--- config.mk ---
export PLATFORM = sky130hd
export DESIGN_NAME = arp_resolver_cache
export DESIGN_NICKNAME = d
export VERILOG_FILES = /design/src/hdl/arc_pkg.sv /design/src/hdl/arp_resolver_cache.sv /design/src/hdl/arc_ram.sv
export SDC_FILE = /design/constraint.sdc
export NUM_CORES = 2
export LEC_CHECK = 0
export BUFFER_PORTS_ARGS = -buffer_cell sky130_fd_sc_hd__clkbuf_2
export CAP_MARGIN = 25
export CORE_MARGIN = 2
export CORE_UTILIZATION = 35
export CTS_BUF_LIST = sky130_fd_sc_hd__clkbuf_4 sky130_fd_sc_hd__clkbuf_8 sky130_fd_sc_hd__clkbuf_16
export CTS_CLUSTER_SIZE = 10
export DETAILED_ROUTE_END_ITERATION = 16
export SLEW_MARGIN = 20
export SYNTH_ARGS = -nofsm -noshare
export SYNTH_HDL_FRONTEND = slang
export SYNTH_HIERARCHICAL = 1
export SYNTH_SLANG_ARGS = --single-unit
--- constraint.sdc ---
create_clock -name clk -period 17.9 [get_ports clk]
set_input_delay 0.895 -clock clk [delete_from_list [all_inputs] [get_ports clk]]
set_output_delay 0.895 -clock clk [all_outputs]
set_load 0.05 [all_outputs]
--- src/hdl/arc_pkg.sv ---
// Package with shared constants, types and encodings of the ARP resolver cache.
package arc_pkg;

	localparam int CacheEntries   = 16;
	localparam int PendingEntries = 8;
	localparam int CacheIdxW      = (CacheEntries > 1) ? $clog2(CacheEntries) : 1;
	localparam int PendIdxW       = (PendingEntries > 1) ? $clog2(PendingEntries) : 1;

	localparam logic [1:0] CMD_SEND = 2'd0;
	localparam logic [1:0] CMD_RECV = 2'd1;
	localparam logic [1:0] CMD_TICK = 2'd2;

	localparam logic [1:0] FT_IPV4 = 2'd0;
	localparam logic [1:0] FT_ARP  = 2'd1;

	localparam logic [1:0] ACT_IPV4    = 2'd0;
	localparam logic [1:0] ACT_REQUEST = 2'd1;
	localparam logic [1:0] ACT_REPLY   = 2'd2;
	localparam logic [1:0] ACT_DELIVER = 2'd3;

	localparam logic [1:0] REG_OWN_MAC  = 2'd0;
	localparam logic [1:0] REG_OWN_IP   = 2'd1;
	localparam logic [1:0] REG_RETRY    = 2'd2;
	localparam logic [1:0] REG_LIFETIME = 2'd3;

	localparam logic [47:0] BcastMac = 48'hFFFF_FFFF_FFFF;
	localparam logic [23:0] AgeMax   = 24'hFF_FFFF;

	// Cache memory word: ip, mac, age.
	typedef struct packed {
		logic [31:0] ip;
		logic [47:0] mac;
		logic [23:0] age;
	} cache_word_t;

	// Pending memory word: ip, tag, age.
	typedef struct packed {
		logic [31:0] ip;
		logic [15:0] tag;
		logic [23:0] age;
	} pend_word_t;

	localparam int CacheWordW = $bits(cache_word_t);
	localparam int PendWordW  = $bits(pend_word_t);

	// One result word.
	typedef struct packed {
		logic [15:0] out_tag;
		logic [47:0] reply_target_mac;
		logic [31:0] reply_target_ip;
		logic [47:0] eth_dst;
		logic [1:0]  action;
	} result_t;

endpackage

--- src/hdl/arp_resolver_cache.sv ---
// Top level of the ARP resolver cache: sequencer over the cache and pending memories.
//
// Usage: each input word on the s_axis channel is one command (send, received
// frame or tick). The block walks its pending table (8 entries) and then its
// address cache (16 entries), one memory read per cycle from a registered-read
// memory, and updates entries by read-modify-write. It then makes at most one
// decision and writes back the chosen entries. A result is then offered on
// m_axis from the output state. The block takes a new word only in idle, so
// it takes the next word only after the current one is walked, decided and
// written back.
// Result words leave on the m_axis channel through an output register; while
// the receiver stalls, the result is held and the next word may be taken and
// processed up to the point where it has a result of its own to emit.
// Reset clears the valid bits of both tables and loads the register defaults
// (retry 5000 ms, lifetime 30000 ms); the memory contents are not cleared and
// need no clearing pass. Configuration writes go through cfg_we, cfg_index and
// cfg_data and are expected only while the block is idle.
module arp_resolver_cache
	import arc_pkg::*;
(
	input  logic         clk,
	input  logic         arst_n,
	input  logic         cfg_we,
	input  logic [1:0]   cfg_index,
	input  logic [47:0]  cfg_data,
	input  logic         s_axis_tvalid,
	output logic         s_axis_tready,
	// command, hop_ip, datagram_tag, frame_dst_mac, frame_src_mac,
	// frame_type, payload_parse_ok, arp_opcode, arp_sender_ip, arp_sender_mac,
	// arp_target_ip, elapsed_ms; 278 bits, zero-filled to 280
	input  logic [279:0] s_axis_tdata,
	output logic         m_axis_tvalid,
	input  logic         m_axis_tready,
	// action, eth_dst, reply_target_ip, reply_target_mac, out_tag; 146 bits
	// zero-filled to 152
	output logic [151:0] m_axis_tdata
);

	localparam logic [2:0] ST_IDLE  = 3'd0;
	localparam logic [2:0] ST_PEND  = 3'd1;
	localparam logic [2:0] ST_CACHE = 3'd2;
	localparam logic [2:0] ST_DEC   = 3'd3;
	localparam logic [2:0] ST_WR    = 3'd4;
	localparam logic [2:0] ST_OUT   = 3'd5;

	localparam logic [PendIdxW:0]  PendLast  = (PendIdxW+1)'(PendingEntries);
	localparam logic [CacheIdxW:0] CacheLast = (CacheIdxW+1)'(CacheEntries);
	localparam logic [PendIdxW:0]  PendStep  = (PendIdxW+1)'(1);
	localparam logic [CacheIdxW:0] CacheStep = (CacheIdxW+1)'(1);

	// Configuration registers.
	logic [47:0] own_mac_q;
	logic [31:0] own_ip_q;
	logic [23:0] retry_q, life_q;

	always_ff @(posedge clk or negedge arst_n) begin
		if (!arst_n) begin
			own_mac_q <= '0;
			own_ip_q  <= '0;
			retry_q   <= 24'd5000;
			life_q    <= 24'd30000;
		end else if (cfg_we) begin
			unique case (cfg_index)
				REG_OWN_MAC:  own_mac_q <= cfg_data;
				REG_OWN_IP:   own_ip_q  <= cfg_data[31:0];
				REG_RETRY:    retry_q   <= cfg_data[23:0];
				REG_LIFETIME: life_q    <= cfg_data[23:0];
				default: ;
			endcase
		end
	end

	// Input word fields.
	logic [1:0]  cmd_q;
	logic [31:0] nh_ip_q;
	logic [15:0] tag_q;
	logic [47:0] dst_q, src_q;
	logic [1:0]  ftype_q;
	logic        ok_q, opc_q;
	logic [31:0] sip_q;
	logic [47:0] smac_q;
	logic [31:0] tip_q;
	logic [15:0] el_q;

	logic [2:0]            state_q;
	logic [PendIdxW:0]     pcnt_q;   // read address counter
	logic [CacheIdxW:0]    ccnt_q;
	logic                  prd_q;    // a read issued last cycle
	logic [PendIdxW-1:0]   prd_idx_q;
	logic                  crd_q;
	logic [CacheIdxW-1:0]  crd_idx_q;

	logic [PendingEntries-1:0] pvalid_q;
	logic [CacheEntries-1:0]   cvalid_q;

	// Scan results.
	logic                 p_hit_q, p_free_q;
	logic [PendIdxW-1:0]  p_hit_idx_q, p_free_idx_q;
	pend_word_t           p_hit_word_q;
	logic                 c_hit_q, c_free_q;
	logic [CacheIdxW-1:0] c_hit_idx_q, c_free_idx_q, c_old_idx_q;
	logic [47:0]          c_hit_mac_q;
	logic [23:0]          c_old_age_q;

	// Write-back plan.
	logic                 pw_q, cw_q;
	logic [PendIdxW-1:0]  pw_idx_q;
	logic [CacheIdxW-1:0] cw_idx_q;
	pend_word_t           pw_word_q;
	cache_word_t          cw_word_q;

	result_t res_q;
	logic    res_pend_q;  // result of current item waiting to go out

	// Memory ports.
	logic                 p_we, c_we;
	logic [PendIdxW-1:0]  p_waddr, p_raddr;
	logic [CacheIdxW-1:0] c_waddr, c_raddr;
	pend_word_t           p_wdata, p_rdata;
	cache_word_t          c_wdata, c_rdata;

	arc_ram #(.Width(PendWordW), .Depth(PendingEntries)) u_pend_ram (
		.clk(clk), .we(p_we), .waddr(p_waddr), .wdata(p_wdata),
		.raddr(p_raddr), .rdata(p_rdata)
	);

	arc_ram #(.Width(CacheWordW), .Depth(CacheEntries)) u_cache_ram (
		.clk(clk), .we(c_we), .waddr(c_waddr), .wdata(c_wdata),
		.raddr(c_raddr), .rdata(c_rdata)
	);

	assign s_axis_tready = (state_q == ST_IDLE);
	assign p_raddr = pcnt_q[PendIdxW-1:0];
	assign c_raddr = ccnt_q[CacheIdxW-1:0];

	// Tick updates of the entry just read.
	logic        tick_op;
	logic [24:0] p_sum, c_sum;
	assign tick_op = (cmd_q == CMD_TICK);
	assign p_sum = {1'b0, p_rdata.age} + 25'(el_q);
	assign c_sum = {1'b0, c_rdata.age} + 25'(el_q);

	// Memory writes: ageing during the walk, planned updates in ST_WR.
	always_comb begin
		p_we    = 1'b0;
		p_waddr = prd_idx_q;
		p_wdata = p_rdata;
		c_we    = 1'b0;
		c_waddr = crd_idx_q;
		c_wdata = c_rdata;
		if (state_q == ST_WR) begin
			p_we    = pw_q;
			p_waddr = pw_idx_q;
			p_wdata = pw_word_q;
			c_we    = cw_q;
			c_waddr = cw_idx_q;
			c_wdata = cw_word_q;
		end else begin
			if (tick_op && prd_q && pvalid_q[prd_idx_q]) begin
				p_we = 1'b1;
				p_wdata.age = p_sum[24] ? AgeMax : p_sum[23:0];
			end
			if (tick_op && crd_q && cvalid_q[crd_idx_q] && (c_sum < {1'b0, life_q})) begin
				c_we = 1'b1;
				c_wdata.age = c_sum[23:0];
			end
		end
	end

	// Lookup key for the cache and pending scans.
	logic [31:0] key_ip;
	assign key_ip = (cmd_q == CMD_SEND) ? nh_ip_q : sip_q;

	logic addr_ok;
	assign addr_ok = (dst_q == BcastMac) || (dst_q == own_mac_q);

	// Decision from the scan results: write-backs, valid changes and the result.
	result_t              d_res;
	logic                 d_res_vld, d_pw, d_cw, d_pv_we, d_pv_val;
	logic [PendIdxW-1:0]  d_pw_idx, d_pv_idx;
	logic [CacheIdxW-1:0] d_cw_idx;
	pend_word_t           d_pw_word;
	cache_word_t          d_cw_word;

	always_comb begin
		d_res         = '0;
		d_res_vld     = 1'b0;
		d_pw          = 1'b0;
		d_pw_idx      = p_hit_idx_q;
		d_pw_word     = p_hit_word_q;
		d_pw_word.age = '0;
		d_pv_we       = 1'b0;
		d_pv_idx      = p_hit_idx_q;
		d_pv_val      = 1'b0;
		d_cw          = 1'b0;
		d_cw_idx      = c_hit_q ? c_hit_idx_q : (c_free_q ? c_free_idx_q : c_old_idx_q);
		d_cw_word     = '{ip: sip_q, mac: smac_q, age: '0};
		if (cmd_q == CMD_SEND) begin
			if (c_hit_q) begin
				d_res.action  = ACT_IPV4;
				d_res.eth_dst = c_hit_mac_q;
				d_res.out_tag = tag_q;
				d_res_vld     = 1'b1;
			end else if (p_hit_q) begin
				if (p_hit_word_q.age >= retry_q) begin
					d_pw                  = 1'b1;
					d_res.action          = ACT_REQUEST;
					d_res.eth_dst         = BcastMac;
					d_res.reply_target_ip = nh_ip_q;
					d_res_vld             = 1'b1;
				end
			end else if (p_free_q) begin
				d_pw                  = 1'b1;
				d_pw_idx              = p_free_idx_q;
				d_pw_word             = '{ip: nh_ip_q, tag: tag_q, age: '0};
				d_pv_we               = 1'b1;
				d_pv_idx              = p_free_idx_q;
				d_pv_val              = 1'b1;
				d_res.action          = ACT_REQUEST;
				d_res.eth_dst         = BcastMac;
				d_res.reply_target_ip = nh_ip_q;
				d_res_vld             = 1'b1;
			end
		end else if (cmd_q == CMD_RECV && addr_ok && ok_q) begin
			if (ftype_q == FT_IPV4) begin
				d_res.action = ACT_DELIVER;
				d_res_vld    = 1'b1;
			end else if (ftype_q == FT_ARP) begin
				if (opc_q) begin
					if (p_hit_q) begin
						d_pv_we       = 1'b1;
						d_res.action  = ACT_IPV4;
						d_res.eth_dst = smac_q;
						d_res.out_tag = p_hit_word_q.tag;
						d_res_vld     = 1'b1;
					end
				end else if (tip_q == own_ip_q) begin
					d_res.action           = ACT_REPLY;
					d_res.eth_dst          = src_q;
					d_res.reply_target_ip  = sip_q;
					d_res.reply_target_mac = smac_q;
					d_res_vld              = 1'b1;
				end
				d_cw = 1'b1;
			end
		end
	end

	// Sequencer.
	always_ff @(posedge clk or negedge arst_n) begin
		if (!arst_n) begin
			state_q    <= ST_IDLE;
			pvalid_q   <= '0;
			cvalid_q   <= '0;
			prd_q      <= 1'b0;
			crd_q      <= 1'b0;
			res_pend_q <= 1'b0;
			m_axis_tvalid <= 1'b0;
			pcnt_q     <= '0;
			ccnt_q     <= '0;
		end else begin
			// Output valid rises when a result enters the output register and drops once taken.
			if (state_q == ST_OUT && (!m_axis_tvalid || m_axis_tready)) begin
				m_axis_tvalid <= 1'b1;
			end else if (m_axis_tready) begin
				m_axis_tvalid <= 1'b0;
			end
			prd_q <= (state_q == ST_PEND) && (pcnt_q != PendLast);
			crd_q <= (state_q == ST_CACHE) && (ccnt_q != CacheLast);
			unique case (state_q)
				ST_IDLE: begin
					if (s_axis_tvalid) begin
						state_q <= ST_PEND;
						pcnt_q  <= '0;
						ccnt_q  <= '0;
						p_hit_q <= 1'b0; p_free_q <= 1'b0;
						c_hit_q <= 1'b0; c_free_q <= 1'b0;
						c_old_idx_q <= '0; c_old_age_q <= '0;
						p_hit_idx_q <= '0; p_free_idx_q <= '0;
						c_hit_idx_q <= '0; c_free_idx_q <= '0;
					end
				end
				ST_PEND: begin
					if (pcnt_q != PendLast) begin
						prd_idx_q <= pcnt_q[PendIdxW-1:0];
						pcnt_q    <= pcnt_q + PendStep;
					end else if (!prd_q) begin
						state_q <= ST_CACHE;
					end
				end
				ST_CACHE: begin
					if (ccnt_q != CacheLast) begin
						crd_idx_q <= ccnt_q[CacheIdxW-1:0];
						ccnt_q    <= ccnt_q + CacheStep;
					end else if (!crd_q) begin
						state_q <= ST_DEC;
					end
				end
				ST_DEC: begin
					state_q    <= ST_WR;
					res_q      <= d_res;
					res_pend_q <= d_res_vld;
					pw_q       <= d_pw;
					pw_idx_q   <= d_pw_idx;
					pw_word_q  <= d_pw_word;
					cw_q       <= d_cw;
					cw_idx_q   <= d_cw_idx;
					cw_word_q  <= d_cw_word;
					if (d_pv_we) begin
						pvalid_q[d_pv_idx] <= d_pv_val;
					end
					if (d_cw) begin
						cvalid_q[d_cw_idx] <= 1'b1;
					end
				end
				ST_WR:  state_q <= res_pend_q ? ST_OUT : ST_IDLE;
				ST_OUT: begin
					if (!m_axis_tvalid || m_axis_tready) begin
						res_pend_q <= 1'b0;
						state_q    <= ST_IDLE;
					end
				end
				default: state_q <= ST_IDLE;
			endcase

			// Pending scan on read data.
			if (prd_q && pvalid_q[prd_idx_q]) begin
				if (!p_hit_q && p_rdata.ip == key_ip) begin
					p_hit_q      <= 1'b1;
					p_hit_idx_q  <= prd_idx_q;
					p_hit_word_q <= p_rdata;
				end
			end else if (prd_q && !p_free_q) begin
				p_free_q     <= 1'b1;
				p_free_idx_q <= prd_idx_q;
			end

			// Cache scan on read data; ticks evict expired entries.
			if (crd_q && cvalid_q[crd_idx_q]) begin
				if (tick_op && c_sum >= {1'b0, life_q}) begin
					cvalid_q[crd_idx_q] <= 1'b0;
				end
				if (!c_hit_q && c_rdata.ip == key_ip) begin
					c_hit_q     <= 1'b1;
					c_hit_idx_q <= crd_idx_q;
					c_hit_mac_q <= c_rdata.mac;
				end
				if (c_rdata.age > c_old_age_q || crd_idx_q == '0) begin
					c_old_age_q <= c_rdata.age;
					c_old_idx_q <= crd_idx_q;
				end
			end else if (crd_q && !c_free_q) begin
				c_free_q     <= 1'b1;
				c_free_idx_q <= crd_idx_q;
			end
		end
	end

	// Input capture and output register.
	always_ff @(posedge clk) begin
		if (s_axis_tready && s_axis_tvalid) begin
			cmd_q   <= s_axis_tdata[1:0];
			nh_ip_q <= s_axis_tdata[33:2];
			tag_q   <= s_axis_tdata[49:34];
			dst_q   <= s_axis_tdata[97:50];
			src_q   <= s_axis_tdata[145:98];
			ftype_q <= s_axis_tdata[147:146];
			ok_q    <= s_axis_tdata[148];
			opc_q   <= s_axis_tdata[149];
			sip_q   <= s_axis_tdata[181:150];
			smac_q  <= s_axis_tdata[229:182];
			tip_q   <= s_axis_tdata[261:230];
			el_q    <= s_axis_tdata[277:262];
		end
		if (state_q == ST_OUT && (!m_axis_tvalid || m_axis_tready)) begin
			m_axis_tdata <= {6'd0, res_q};
		end
	end

	// A result is offered only after a word was processed.
	a_out_after_work: assert property (@(posedge clk) disable iff (!arst_n)
		$rose(m_axis_tvalid) |-> $past(state_q) == ST_OUT)
		else $error("result raised outside output state");
	// The block takes no word while walking the cache.
	a_busy: assert property (@(posedge clk) disable iff (!arst_n)
		(state_q == ST_CACHE) |-> !s_axis_tready)
		else $error("ready while walking the cache");
	// Decision leads straight to write-back.
	a_dec_wr: assert property (@(posedge clk) disable iff (!arst_n)
		(state_q == ST_DEC) |=> (state_q == ST_WR))
		else $error("write-back skipped");
	// A stalled result word stays offered and unchanged.
	a_hold: assert property (@(posedge clk) disable iff (!arst_n)
		(m_axis_tvalid && !m_axis_tready) |=> (m_axis_tvalid && $stable(m_axis_tdata)))
		else $error("result changed while stalled");

endmodule

--- src/hdl/arc_ram.sv ---
// Generic single-port-write, single-port-read RAM with a registered read.
module arc_ram #(
	parameter int Width = 8,
	parameter int Depth = 16
) (
	input  logic                                      clk,
	input  logic                                      we,
	input  logic [((Depth > 1) ? $clog2(Depth) : 1)-1:0] waddr,
	input  logic [Width-1:0]                          wdata,
	input  logic [((Depth > 1) ? $clog2(Depth) : 1)-1:0] raddr,
	output logic [Width-1:0]                          rdata
);

	logic [Width-1:0] mem [Depth];

	// Write and registered read.
	always_ff @(posedge clk) begin
		if (we) begin
			mem[waddr] <= wdata;
		end
		rdata <= mem[raddr];
	end

endmodule
# --- Yosys cells after proc, flatten, opt, wreduce, memory -nomap -nowiden ---
# Memory sizes are Yosys's and may differ from the RTL's. A register that Yosys moved wholly into a read port is not among the register bits.
# Index checks and enable logic that the tools add are counted.
totals:
  regBits: 1072
  ramBits: 2240
  wordCells: 303
  mem_count: 2
memory_table:
  columns: ["memory", "depth", "word_bits", "rd", "rd_clocked_by_memory_dff", "write_ports", "line", "text"]
  rows:
  - ["u_cache_ram.mem", 16, 104, 1, 1, 1, "arc_ram.sv:14", "logic [Width-1:0] mem [Depth];"]
  - ["u_pend_ram.mem", 8, 72, 1, 1, 1, "arc_ram.sv:14", null]
classes:
  n_addsub: 4
  n_lt_le_gt_ge: 11
  n_eq_ne: 26
  muxes: 142
  bitwise_logic: 7
  n_reduce_logical: 55
ops:
  columns: ["cell", "count"]
  rows:
  - ["$mux 82", 4]
  - ["$mux 146", 2]
  - ["$mux 72", 4]
  - ["$mux 24", 9]
  - ["$mux 80", 2]
  - ["$mux 50", 3]
  - ["$mux 144", 1]
  - ["$mux 130", 1]
  - ["$mux 16", 8]
  - ["$eq 32x32->1", 3]
  - ["$mux 4", 17]
  - ["$mux 32", 2]
  - ["$mux 3", 20]
  - ["$mux 1", 55]
  - ["$add 24x16->25", 2]
  - ["$eq 48x48->1", 1]
  - ["$eq 48x48->1 const B", 1]
  - ["$mux 48", 1]
  - ["$ge 25x24->1", 1]
  - ["$lt 25x24->1", 1]
  - ["$ge 24x24->1", 1]
  - ["$gt 24x24->1", 1]
  - ["$logic_and 1x1->1", 21]
  - ["$pmux 3 s6", 1]
  - ["41 further kinds", 83]

# --- Logic depth before layout (Yosys ltp) ---
logic_depth:
  depth_word: 12
  ltp_mapped: 23
  mapped_depth_nobuf: 21

# --- By module ---
# The synthesis kept the hierarchy.
by_module_without_submodules:
  columns: ["mod", "n_inst", "cells_each", "area_per_inst_um2"]
  rows:
  - ["arc_ram (u_cache_ram)", 1, 2662, 64257.9]
  - ["arp_resolver_cache", 1, 3188, 44422.6]
  - ["arc_ram (u_pend_ram)", 1, 917, 23368.7]

# --- Worst setup path after synthesis ---
# OpenSTA, ideal clock, no wires.
synth_timing:
  kind: "register -> register"
  startpoint: "register state_q[0]"
  endpoint: "register cw_idx_q[0] (enable)"
  arrival_ns: 12.692
  t_required_ns: 16.968
  path_slack_ns: 4.276
  path_stages_with_launch: 5
  period_less_slack_ns: 13.624
  path_cell_list: "dfrtp_1 clkbuf_1 nand2_1 or2_2 nor2_1"
synth_via:
  elab_chain_cells: 2
synth_rtl:
  columns: ["item", "line", "text"]
  rows:
  - ["from (decl)", "arp_resolver_cache.sv:85", "logic [2:0] state_q;"]
  - ["from (signal assigned)", "arp_resolver_cache.sv:316", "ST_WR: state_q <= res_pend_q ? ST_OUT : ST_IDLE;"]
  - ["$eq 3x2->1", "arp_resolver_cache.sv:270", "unique case (state_q)"]
  - ["$reduce_and 2->1 (no source line)", null, null]
  - ["to (signal assigned)", "arp_resolver_cache.sv:307", "cw_idx_q <= d_cw_idx;"]
  - ["to (decl)", "arp_resolver_cache.sv:108", "logic [CacheIdxW-1:0] cw_idx_q;"]
# No other way between the ends.
# A chain may end at the register's enable or synchronous reset.

# --- Final worst setup path ---
layout_timing:
  startpoint: "register el_q[5]"
  endpoint: "memory u_cache_ram/mem[6][39] in the netlist's numbering (enable)"
layout_via:
  elab_chain_cells: 7
layout_rtl:
  columns: ["item", "line", "text"]
  rows:
  - ["from (decl)", "arp_resolver_cache.sv:83", "logic [15:0] el_q;"]
  - ["from (signal assigned)", "arp_resolver_cache.sv:373", "el_q <= s_axis_tdata[277:262];"]
  - ["$add 24x16->25", "arp_resolver_cache.sv:141", "assign c_sum = {1'b0, c_rdata.age} + 25'(el_q);"]
  - ["$lt 25x24->1", "arp_resolver_cache.sv:163", "if (tick_op && crd_q && cvalid_q[crd_idx_q] && (c_sum < {1'b0, life_q})) begin"]
  - ["$logic_and 1x1->1", "arp_resolver_cache.sv:163", null]
  - ["$mux 1", "arp_resolver_cache.sv:163", null]
  - ["$mux 1", "arp_resolver_cache.sv:151", "if (state_q == ST_WR) begin"]
  - ["named net c_we", "arp_resolver_cache.sv:116", "logic p_we, c_we;"]
  - ["$mux 1", "arc_ram.sv:18", "if (we) begin"]
  - ["$mux 1 (implied by the code)", "arc_ram.sv:19", "mem[waddr] <= wdata;"]
  - ["to (decl)", "arc_ram.sv:14", null]
# The timed path passes the listed nets, and every way through them passes these cells.

==> run_results.csv <==
group,metric,value,unit
synthesis,syn_avg_cell_area,19.5,um^2
setup_path,crit_path_start_kind,"register",
global_route,antenna_found_initial,25,
outcome,status,"complete, no violations",
synthesis,synth_area_leaders,"edfxtp_1, mux4_2, dfrtp_1",
global_route,grt_pass1_wl,478000,um
clocking,cts-root-buf,"clkbuf_16",
floorplan,rows,225,
pwr,power,23500,uW
timing,tns,0,ps
synthesis,synth_compound_area_frac,0.0317,
synthesis,synth_top_cell_by_area,"edfxtp_1",
clocking,clk-insertion-delay-late,960,ps
clocking,post_cts_buffers,0,
clocking,post_cts_resized,0,
layout,final_util,0.408,
clocking,cts_sinks,3464,
route,wl,332000,um
setup_path,critPathMaxFanout,39,
placed_design,io_buffers,480,
setup_path,critical_path_class,"reg -> reg",
setup_path,cp_top_family,"compound AO/OA/AOI/OAI gates",
synthesis,synth_xor_area_frac,0.0121,
setup_path,cp.required,18500,ps
global_route,first_global_vias,68460,
placed_design,routabilityCongestion,0.839,
clocking,cts_buffer_depth,4,
synthesis,synth.top_cell.area_share,0.710,
timing,finalSetupViolCount,0,
floorplan,initial_core_util,0.352,
timing,period_share,0.507,
timing,period_needed,9070,ps
floorplan,die_y,618,um
global_route,grt_usage,0.170,
placed_design,dp.cells,12072,
synthesis,yosysUniqueCellTypes,80,
setup_path,crit_path_end_kind,"register",
floorplan,ios,489,
synthesis,yosys_register_bits,3464,
synthesis,ys_seq_area_frac,0.768,
pwr,vdd_drop_max,0.000111,V
placed_design,dp_hpwl,185000,um
timing,hold_violations,0,
layout,drive_above_1_share,0.286,
synthesis,synth_top_family_by_area,"multiplexers",
synthesis,syn_inst,6767,
synthesis,synth.cell_area,132000,um^2
layout,finalNetCount,7928,
clocking,cts_made_buffers,394,
run,max-cap-violations,0,
route,dr.pass1.iters,6,
floorplan,die-area,382000,um^2
setup_path,worst-path-buf-inv,3,
setup_path,worstPathCellList,"ha_1, a21o_1, or3_1, o21ai_0, a21oi_1, o21a_1, nor2_1, nor2_1, xor2_1, ha_1, a21oi_1, nor2_1, a211oi_1, o221ai_1, a311oi_1, nand2_1, o21ai_0, nand3b_1, nor2_4, buf_4, buf_4, buf_12",
layout,syn2layout_area_growth,16.2,%
synthesis,async_reset_ff_frac,0.0485,
setup_path,crit_top_cell,"nor2_1",
route,wire_per_inst,25.9,um
placed_design,pre_cts_slack,8750,ps
clocking,cts_hold_buffers,1,
global_route,overflow,0,
clocking,cts_tree,"done",
synthesis,synth_mux_area_frac,0.126,
clocking,h-tree-depth,5,
timing,worst_pin_slew,1120,ps
pwr,pwr_density_cell,153,nW/um^2
synthesis,yosysWarnings,6,
timing,skew,77.5,ps
layout,layout.cells.non_filler,12780,
floorplan,die_x,618,um
setup_path,crit_path_top_delay_cell,"buf_4",
route,first_iter_violations,6131,
synthesis,synth_edf_count,3120,
clocking,cts.clk_slew.worst_paths,60,ps
timing,worst_slack,8830,ps
global_route,grt_max_degree,158,
setup_path,slowest_delay,820,ps
min_path,hp-class,"in -> reg",
timing,max_freq,110,MHz
timing,drv_slew,0,
pwr,leakage,0.0514,uW
route,post-route-drc-count,0,
synthesis,synthFlopType,"edfxtp_1",
timing,slew_headroom,0.255,
route,vias,66485,
timing,rsz0062_at_grt,"false",
synthesis,synth-simple-area-share,0.0370,
synthesis,yosys.area_share.adder,0.0105,
route,viasPerCell,5.20,
setup_path,arrival,9660,ps
route,postRouteAntennaNets,0,
floorplan,core,376000,um^2
==> worst register-to-register path, stage by stage (launching register included) <==
cell	delay (ps)
edfxtp_1	420
ha_1	380
a21o_1	230
or3_1	330
o21ai_0	380
a21oi_1	170
o21a_1	190
nor2_1	600
nor2_1	140
xor2_1	270
ha_1	300
a21oi_1	160
nor2_1	60
a211oi_1	280
o221ai_1	200
a311oi_1	610
nand2_1	240
o21ai_0	610
nand3b_1	460
nor2_4	810
buf_4	850
buf_4	680
buf_12	330
==> path summary, 6_finish.rpt <==
| check | slack [ps] | startpoint | cells past startpoint | to |
|---|---|---|---|---|
| setup / recovery | 8830 | el_q[5] | 22 | u_cache_ram/mem[6][39] |
| hold / removal | 110 | s_axis_tdata[175] | 1 | sip_q[25] |
| setup reg to reg | 8830 | el_q[5] | 22 | u_cache_ram/mem[6][39] |
| hold reg to reg | 380 | res_q[25] | 0 | m_axis_tdata[25] |
| max in group asynchronous | 15370 | arst_n | 4 | ccnt_q[0] |
| min in group asynchronous | 400 | arst_n | 2 | own_ip_q[19] |
==> routing by layer <==
metal	vias up	track usage	part of all wire
met5	-	0	0.00021
met4	12	0.0487	0.026
met3	476	0.0286	0.062
met2	2149	0.280	0.49
met1	35392	0.232	0.42
li1	28456	-	-
==> report_power, final <==
| group | internal (uW) | switching, uW |
|---|---|---|
| clock network | 4600 | 3110 |
| registers | 10500 | 572 |
| logic | 1760 | 2920 |
| total | 16900 | 6600 |
==> area by class of cell <==
| cell class | instances | area, um^2 |
|---|---|---|
| fillers | 33158 | 222000 |
| diodes | 15 | 37.5 |
| well taps | 4994 | 6250 |
| inverters | 104 | 398 |
| repair buffers | 622 | 3810 |
| flip-flops and latches | 3464 | 101000 |
| clock inverters | 31 | 510 |
| multi-input cells | 2897 | 29000 |
| clock buffers | 653 | 12000 |
==> cells by family (layout without fill, tap and decap cells) <==
group / count (synthesis) / count (layout)
mux: 891 / 891
simple gates: 1104 / 1104
fa+ha+maj: 110 / 110
buf+inv: 411 / 1410
other cells: 1 / 21
compound gates: 603 / 603
flops: 3464 / 3464
xor+xnor: 183 / 183
==> cell usage after synthesis (25+ instances only) <==
| cell type | instances |
|---|---|
| a21o_1 | 25 |
| a21oi_1 | 100 |
| a22o_1 | 49 |
| a22oi_1 | 256 |
| and2_1 | 54 |
| buf_2 | 50 |
| buf_6 | 26 |
| clkbuf_1 | 189 |
| dfrtp_1 | 156 |
| dfxtp_1 | 176 |
| edfxtp_1 | 3120 |
| ha_1 | 108 |
| inv_1 | 103 |
| mux2_2 | 210 |
| mux2_4 | 60 |
| mux2i_1 | 50 |
| mux4_2 | 566 |
| nand2_1 | 665 |
| nand3_1 | 72 |
| nand4_1 | 52 |
| nor2_1 | 122 |
| nor3_1 | 30 |
| nor4_1 | 34 |
| o21ai_0 | 81 |
| xnor2_1 | 127 |
| xor2_1 | 56 |
==> sequential cells by signal, indices dropped and copies added, names as in the netlist, 24 cells and up <==
register,cells
life_q,24
res_q,146
u_pend_ram/rdata,72
u_pend_ram/mem,576
u_cache_ram/mem,1664
u_cache_ram/rdata,104
tip_q,32
cw_word_q,80
m_axis_tdata,146
retry_q,24
own_mac_q,48
p_hit_word_q,72
sip_q,32
dst_q,48
pw_word_q,48
c_hit_mac_q,48
c_old_age_q,24
own_ip_q,32
nh_ip_q,32
src_q,48
smac_q,48
==> stage by stage <==
step | hold slack, ps | area (um^2)
6_report | 106 | 153000
5_1_grt | 48.5 | 153000
4_1_cts | 11.0 | 153000
3_5_place_dp | 405 | 141000
3_3_place_gp | 401 | 141000
2_1_floorplan | 400 | 132000
==> layout by cell type (no fill, tap or decap), types with 22 or more instances in the layout <==
| cell type | count |
|---|---|
| nand4_1 | 52 |
| ha_1 | 108 |
| mux4_2 | 566 |
| a22oi_1 | 256 |
| dfxtp_1 | 176 |
| dfrtp_1 | 151 |
| nor2_4 | 22 |
| mux2_4 | 60 |
| nand3_1 | 71 |
| clkbuf_2 | 479 |
| and2_1 | 51 |
| edfxtp_1 | 3120 |
| a21o_1 | 25 |
| inv_1 | 101 |
| a21oi_1 | 92 |
| xor2_1 | 56 |
| clkbuf_16 | 400 |
| xnor2_1 | 127 |
| nor2_1 | 101 |
| a22o_1 | 49 |
| nor3_1 | 23 |
| nand2_1 | 664 |
| clkbuf_4 | 244 |
| o21ai_0 | 81 |
| mux2i_1 | 50 |
| mux2_2 | 210 |
| nor4_1 | 33 |
| buf_4 | 114 |
(Power assumes the default switching activity.)
